File: config.mk
export PLATFORM = sky130hd
export DESIGN_NAME = afk_cordic
export DESIGN_NICKNAME = d
export VERILOG_FILES = /design/src/rtl/afk_pkg.sv /design/src/rtl/afk_cordic.sv
export SDC_FILE = /design/constraint.sdc
export NUM_CORES = 2
export LEC_CHECK = 0
export BUFFER_PORTS_ARGS = -buffer_cell sky130_fd_sc_hd__buf_2
export CORE_MARGIN = 5
export CORE_UTILIZATION = 55
export CTS_CLUSTER_SIZE = 16
export DETAILED_ROUTE_END_ITERATION = 12
export PLACE_DENSITY = 0.7
export SLEW_MARGIN = 20
export SYNTH_ARGS = -nofsm -noshare
export SYNTH_HDL_FRONTEND = slang
export SYNTH_SLANG_ARGS = --single-unit
File: constraint.sdc
create_clock -name clock -period 14.1 [get_ports clock]
set_clock_uncertainty 0.05 [all_clocks]
set_input_delay 1.41 -clock clock [delete_from_list [all_inputs] [get_ports clock]]
set_output_delay 1.41 -clock clock [all_outputs]
set_load 0.1 [all_outputs]
File: src/rtl/afk_pkg.sv
package afk_pkg;

   localparam int TRIG_ITERATIONS_DEF = 16;
   localparam int LENGTH_BITS_DEF     = 16;

   localparam int ANGLE_W = 16;
   localparam int TRIG_W  = 16;
   localparam int POS_W   = 18;
   localparam int CX_W    = 33;
   localparam int CZ_W    = 25;
   localparam int CSR_IDX_W = 3;

   localparam int FULL_TURN    = 23040;
   localparam int HALF_TURN    = 11520;
   localparam int QUARTER_TURN = 5760;
   localparam int CORDIC_GAIN  = 652032874;

   typedef enum logic [CSR_IDX_W-1:0] {
      CSR_BASE  = 3'd0,
      CSR_UPPER = 3'd1,
      CSR_FORE  = 3'd2,
      CSR_TOOL  = 3'd3,
      CSR_DROP  = 3'd4
   } csr_index_type;

   typedef struct packed {
      logic signed [CZ_W-1:0] z;
      logic                   neg;
   } angle_type;

   function automatic logic signed [CZ_W-1:0] atan_deg(input int i);
      logic signed [CZ_W-1:0] a;
      case (i)
         0:  a = 25'sd2949120;
         1:  a = 25'sd1740967;
         2:  a = 25'sd919879;
         3:  a = 25'sd466945;
         4:  a = 25'sd234379;
         5:  a = 25'sd117304;
         6:  a = 25'sd58666;
         7:  a = 25'sd29335;
         8:  a = 25'sd14668;
         9:  a = 25'sd7334;
         10: a = 25'sd3667;
         11: a = 25'sd1833;
         12: a = 25'sd917;
         13: a = 25'sd458;
         14: a = 25'sd229;
         15: a = 25'sd115;
         16: a = 25'sd57;
         17: a = 25'sd29;
         18: a = 25'sd14;
         19: a = 25'sd7;
         20: a = 25'sd4;
         21: a = 25'sd2;
         22: a = 25'sd1;
         default: a = '0;
      endcase
      return a;
   endfunction

endpackage

File: src/rtl/afk_cordic.sv
module afk_cordic #(
   parameter int TRIG_ITERATIONS = afk_pkg::TRIG_ITERATIONS_DEF
) (
   input  logic                             clock,
   input  logic                             advance,
   input  afk_pkg::angle_type               angle,
   output logic signed [afk_pkg::CX_W-1:0]  cos_out,
   output logic signed [afk_pkg::CX_W-1:0]  sin_out
);
   import afk_pkg::*;

   logic signed [CX_W-1:0] x_ff [TRIG_ITERATIONS];
   logic signed [CX_W-1:0] y_ff [TRIG_ITERATIONS];
   logic signed [CZ_W-1:0] z_ff [TRIG_ITERATIONS];
   logic                   neg_ff [TRIG_ITERATIONS];

   for (genvar i = 0; i < TRIG_ITERATIONS; i++) begin : g_step
      logic signed [CX_W-1:0] x_prev, y_prev, x_in, y_in;
      logic signed [CZ_W-1:0] z_prev, z_in;
      logic                   neg_prev;

      if (i == 0) begin : g_first
         assign x_prev   = CX_W'(CORDIC_GAIN);
         assign y_prev   = '0;
         assign z_prev   = angle.z;
         assign neg_prev = angle.neg;
      end else begin : g_next
         assign x_prev   = x_ff[i-1];
         assign y_prev   = y_ff[i-1];
         assign z_prev   = z_ff[i-1];
         assign neg_prev = neg_ff[i-1];
      end

      always_comb begin
         if (!z_prev[CZ_W-1]) begin
            x_in = x_prev - (y_prev >>> i);
            y_in = y_prev + (x_prev >>> i);
            z_in = z_prev - atan_deg(i);
         end else begin
            x_in = x_prev + (y_prev >>> i);
            y_in = y_prev - (x_prev >>> i);
            z_in = z_prev + atan_deg(i);
         end
      end

      always_ff @(posedge clock) begin
         if (advance) begin
            x_ff[i]   <= x_in;
            y_ff[i]   <= y_in;
            z_ff[i]   <= z_in;
            neg_ff[i] <= neg_prev;
         end
      end
   end

   assign cos_out = neg_ff[TRIG_ITERATIONS-1] ? -x_ff[TRIG_ITERATIONS-1]
                                              : x_ff[TRIG_ITERATIONS-1];
   assign sin_out = neg_ff[TRIG_ITERATIONS-1] ? -y_ff[TRIG_ITERATIONS-1]
                                              : y_ff[TRIG_ITERATIONS-1];

endmodule

# [Word-level counts from Yosys, hierarchy flattened]
# Memory sizes are Yosys's and may differ from the RTL's.
# Cells that the tools add are included.
[classes] n_mux=51 n_addsub=94
[op_table] operator="33-bit 2-to-1 mux" count=33
[op_table] operator="25-bit 2-to-1 mux" count=16
[op_table] operator="33-bit by 18-bit adder with 33-bit output" count=2
[op_table] operator="33-bit by 19-bit adder with 33-bit output" count=2
[op_table] operator="33-bit by 20-bit adder with 33-bit output" count=2
[op_table] operator="33-bit by 21-bit adder with 33-bit output" count=2
[op_table] operator="33-bit by 22-bit adder with 33-bit output" count=2
[op_table] operator="33-bit by 23-bit adder with 33-bit output" count=2
[op_table] operator="33-bit by 24-bit adder with 33-bit output" count=2
[op_table] operator="33-bit by 25-bit adder with 33-bit output" count=2
[op_table] operator="33-bit by 26-bit adder with 33-bit output" count=2
[op_table] operator="33-bit by 27-bit adder with 33-bit output" count=2
[op_table] operator="33-bit by 28-bit adder with 33-bit output" count=2
[op_table] operator="33-bit by 29-bit adder with 33-bit output" count=2
[op_table] operator="33-bit by 30-bit adder with 33-bit output" count=2
[op_table] operator="33-bit by 31-bit adder with 33-bit output" count=2
[op_table] operator="33-bit by 32-bit adder with 33-bit output" count=2
[op_table] operator="33-bit negation" count=2
[op_table] operator="33-bit by 18-bit subtractor with 33-bit output" count=2
[op_table] operator="33-bit by 19-bit subtractor with 33-bit output" count=2
[op_table] operator="33-bit by 20-bit subtractor with 33-bit output" count=2
[op_table] operator="33-bit by 21-bit subtractor with 33-bit output" count=2
[op_table] operator="33-bit by 22-bit subtractor with 33-bit output" count=2
[op_table] operator="33-bit by 23-bit subtractor with 33-bit output" count=2
[op_table] operator="42 further kinds" count=52
[totals] out_inout_bits=66 n_memories=4 ram_bits=1472 ff_bits=0
[mem_list] name="x_ff" words=16 word_bits=33 rd=16 rd_ports_with_merged_regs=0 write_ports=16 line_no="afk_cordic.sv:12" source="logic signed [CX_W-1:0] x_ff [TRIG_ITERATIONS];"
[mem_list] name="y_ff" words=16 word_bits=33 rd=16 rd_ports_with_merged_regs=0 write_ports=16 line_no="afk_cordic.sv:13" source="logic signed [CX_W-1:0] y_ff [TRIG_ITERATIONS];"
[mem_list] name="z_ff" words=16 word_bits=25 rd=15 rd_ports_with_merged_regs=0 write_ports=16 line_no="afk_cordic.sv:14" source="logic signed [CZ_W-1:0] z_ff [TRIG_ITERATIONS];"
[mem_list] name="neg_ff" words=16 word_bits=1 rd=16 rd_ports_with_merged_regs=0 write_ports=16 line_no="afk_cordic.sv:15" source="logic neg_ff [TRIG_ITERATIONS];"

# [Longest topological paths before layout]
# An unclocked memory read counts as a cell.
[depth] word_depth=3 depth_mapped=21 depth_no_buf=21

# [Worst setup path after synthesis]
# No wires, ideal clock.
[synth_timing] kind="register to output" startpoint="memory y_ff[15][7] (netlist: y_ff[1][238])" endpoint="output sin_out[23] (netlist bit)" path_stages_with_launch=8 slack_ps=8549 required_time_ps=12640 path_buffers=0 t_arrival_ps=4091 cell_sequence="edfxtp_1 -> or4_4 -> or3_4 -> or3_2 -> or3_1 -> o41ai_2 -> nand2_1 -> xor2_1"
[synth_lines] element="from (decl)" line_no="afk_cordic.sv:13"
[synth_lines] element="to (decl)" line_no="afk_cordic.sv:8" source="output logic signed [afk_pkg::CX_W-1:0] sin_out"

==> impl_metrics.tcl <==
set metrics [dict create \
    final_cycle_utilization_of_the_critical_path 0.4186 \
    cts-buffers-inserted 158 \
    max_cap_viols 0 \
    postRouteAntennaNets 0 \
    synth.yosys.warnings 0 \
    holdWs_ps 367.2 \
    post_synth_fa_ha_maj_area_fraction 0.1497 \
    postSynthNetCount 12900 \
    routed-via-count 87430 \
    number_of_pins_exceeding_their_max_slew_limit_in_the_final_report 0 \
    cts_post_setup_buffers_inserted 0 \
    cts_root_buffer "clkbuf_16" \
    synth_area_per_cell_um2 9.679 \
    async_flop_share 0 \
    final_hold_viol_count 0 \
    commonest_register_cell_after_synthesis "edfxtp_1" \
    fmax_mhz 169.4 \
    cp_cell_sequence "or4_4, or3_4, or3_4, or3_4, or4_4, or2_4, o41ai_4, xnor2_1, buf_2" \
    first_global_vias 85090 \
    finish.net_count 13030 \
    post-synth-top-area-fraction 0.3577 \
    hold_end "z_ff[1][25]" \
    rows 165 \
    hp-class "flop to flop" \
    rsz0062_at_grt "false" \
    worstPathMaxFanout 4 \
    dr.first_iter.drc_count 6678 \
    worstPathArrival_ps 4440 \
    via_per_inst 6.033 \
    routed_wirelength_mm 284.8 \
    crit-reg2reg-launch "y_ff[1][116]" \
    yosysSeqAreaShare 0.3577 \
    chipHeight_um 461.1 \
    initial_core_util 0.5531 \
    worstReg2RegEnd "x_ff[1][164]" \
    most_numerous_cell_on_the_critical_path "or3_4" \
    cts_tree "built" \
    cell_family_with_the_largest_share_of_critical_path_delay "simple AND/OR/NAND/NOR gates" \
    synth_mux_area_frac 0.01123 \
    slew-limit-headroom 0.2547 \
    synth_compound_gate_area_share 0.1953 \
    cts_buffer_depth 3 \
    die_width_um 461.1 \
    slowest_stage "or4_4" \
    detailed_place.area_mm2 0.1155 \
    core_mm2 0.2023 \
    dominant_cell_type_by_area_after_synthesis "edfxtp_1" \
    drc 0 \
    cts_resized 0 \
    cp_slowest_stage_delay_ps 540 \
    cts_htree_levels 4 \
    synthToLayoutAreaGrowth_pct 7.821 \
    antenna_violations_before_repair 4 \
    yosys.cell_types.count 85 \
    placed_wire_length_estimate_after_detailed_placement_mm 224.4 \
    cts.hold.buffers_added 0 \
    timing.setup.tns_ps 0 \
    outcome "complete, no violations" \
    die-area_mm2 0.2126 \
    setup_violations 0 \
    avgRoutedWirePerCell_um 19.66 \
    grt_start_max_net_pins 170 \
    post_synth_inst_count 11560 \
    post_synthesis_share_of_cell_area_spent_on_xor_and_xnor_gates 0.1378 \
    track_usage 0.2617 \
    critical_path.n_buffers_inverters 1 \
    stdcell_area_mm2 0.1207 \
    clock_latency_ps 820 \
    globalRouteOverflowTotal 0 \
    hold_depth 0 \
    first_pass_grt_wire_length_mm 451.3 \
    drive_above_1_share 0.04528 \
    critPathRequiredTime_ps 12640 \
    ff2ff_setup_slack_ps 8400 \
    combinational_family_with_the_most_area_after_synthesis "compound AO/OA/AOI/OAI gates" \
    worstHoldStart "z_ff[1][0]" \
    drt_pass1_iterations 6 \
    r2r_cells 16 \
    synth.ff_latch_count 1333 \
    numClockSinks 1333 \
    yosys.area_share.simple 0.1246 \
    ios 94 \
    synth.cell_area_mm2 0.1119 \
    period_needed_ps 5903 \
    max_slew.worst_pin.slew_ps 1108 \
    globalplace.congestion 0.9411 \
    crit_type "flop to output port" \
    worstSetupEndpointType "output port" \
    setup.worst_path.start_class "flop" \
    portBuffers 93 \
    worst_setup_hold_path_clk_slew_ps 60 \
    netlist_top_cells_area "edfxtp_1 (36%), ha_1 (14%), xnor2_1 (9.3%)" \
    synth_enable_flop_cells 1333 \
]
-- synth_stat cells, types with 69 or more instances --
cell / number
o21ai_0: 495
xnor2_1: 1190
nand3_1: 154
nor4_1: 69
inv_1: 528
nor3_1: 317
a21o_1: 575
a211oi_1: 105
a21oi_1: 1287
nand2_1: 501
ha_1: 1269
xor2_1: 571
a31oi_1: 114
o21bai_1: 180
clkbuf_1: 127
nand4_1: 71
and3_1: 101
nor2_1: 1042
nor2b_1: 163
o21a_1: 189
edfxtp_1: 1333
nand2b_1: 150
-- cell usage in the layout (no fill, tap or decap), types with 60 or more instances in the layout --
master     Yosys  layout
ha_1        1269    1269
mux2_2        60      60
a211oi_1     105     104
edfxtp_1    1333    1333
nand2b_1     150     150
nor3_1       317     317
a21o_1       575     575
inv_1        528     528
nand3_1      154     154
o21bai_1     180     180
nand4_1       71      71
or3_1         65      65
o21a_1       189     189
nor2_1      1042    1042
o21ai_0      495     495
clkbuf_16      0     163
and3_1       101     101
a31oi_1      114     114
xor2_1       571     571
buf_2          0      92
a21oi_1     1287    1287
xnor2_1     1190    1190
nor2b_1      163     163
nand2_1      501     501
nor4_1        69      68
-- kinds of logic after synthesis --
logic type | after synthesis
buffers and inverters | 702
multiplexers | 118
adder cells (fa/ha/maj) | 1313
flip-flops | 1333
AND/OR/NAND/NOR | 2889
AO/OA/AOI/OAI | 3446
XOR/XNOR | 1761
-- metal layers --
layer	part of all wire	track usage	up-vias	routed length [um]
li1	-	-	43090	-
met1	0.43	0.3289	41490	121500
met2	0.48	0.4592	2247	137700
met3	0.045	0.02964	597	12950
met4	0.045	0.1067	0	12700
met5	0	0	-	0
-- area by class of cell --
type / instances / area (um^2)
Fill cell: 17120 / 81650
Multi-Input combinational cell: 9527 / 69250
Sequential cell: 1333 / 40030
Clock buffer: 184 / 4158
Tap cell: 2672 / 3343
Inverter: 532 / 1997
Clock inverter: 100 / 1021
Timing Repair Buffer: 139 / 854.6
Antenna cell: 4 / 10.01
-- sequential cells by signal (all words and copies together) (netlist names) --
| name | count |
|---|---|
| neg_ff | 16 |
| z_ff | 351 |
| y_ff | 496 |
| x_ff | 470 |
-- metrics by stage --
stage	util	setup WS, ps	instances
final	0.5964	8197	14490
after global placement	0.5707	8667	14200
after CTS	0.5963	8075	14490
after detailed placement	0.5707	8547	14200
after floorplan	-	8549	11560
after global routing	0.5964	7885	14490
-- worst reg2reg max path, cell delays in order (launching register included) --
cell,delay (ps)
edfxtp_1,470
or4_1,590
nor4b_1,640
nand2_1,200
nor4_1,480
a21oi_1,290
xor2_1,210
ha_1,400
a21oi_1,220
o21ai_0,110
a21o_1,190
a41oi_1,310
a21oi_1,190
a41o_1,320
or4_1,430
a31oi_1,220
xnor2_1,90
-- worst max-delay path by stage --
stage | slack, ps | from | cells past startpoint | to
finish | 8200 | y_ff[1][238] | 9 | sin_out[30]
global route | 7880 | y_ff[1][238] | 8 | sin_out[31]
CTS | 8080 | y_ff[1][238] | 8 | sin_out[31]
detailed placement | 8550 | y_ff[1][116] | 16 | x_ff[1][164]
global placement | 8670 | y_ff[1][116] | 16 | x_ff[1][164]
floorplan | 8550 | y_ff[1][238] | 7 | sin_out[23]
Power is not shown: default switching activity piles up to over one toggle a cycle in this logic, so the estimate is an artifact.
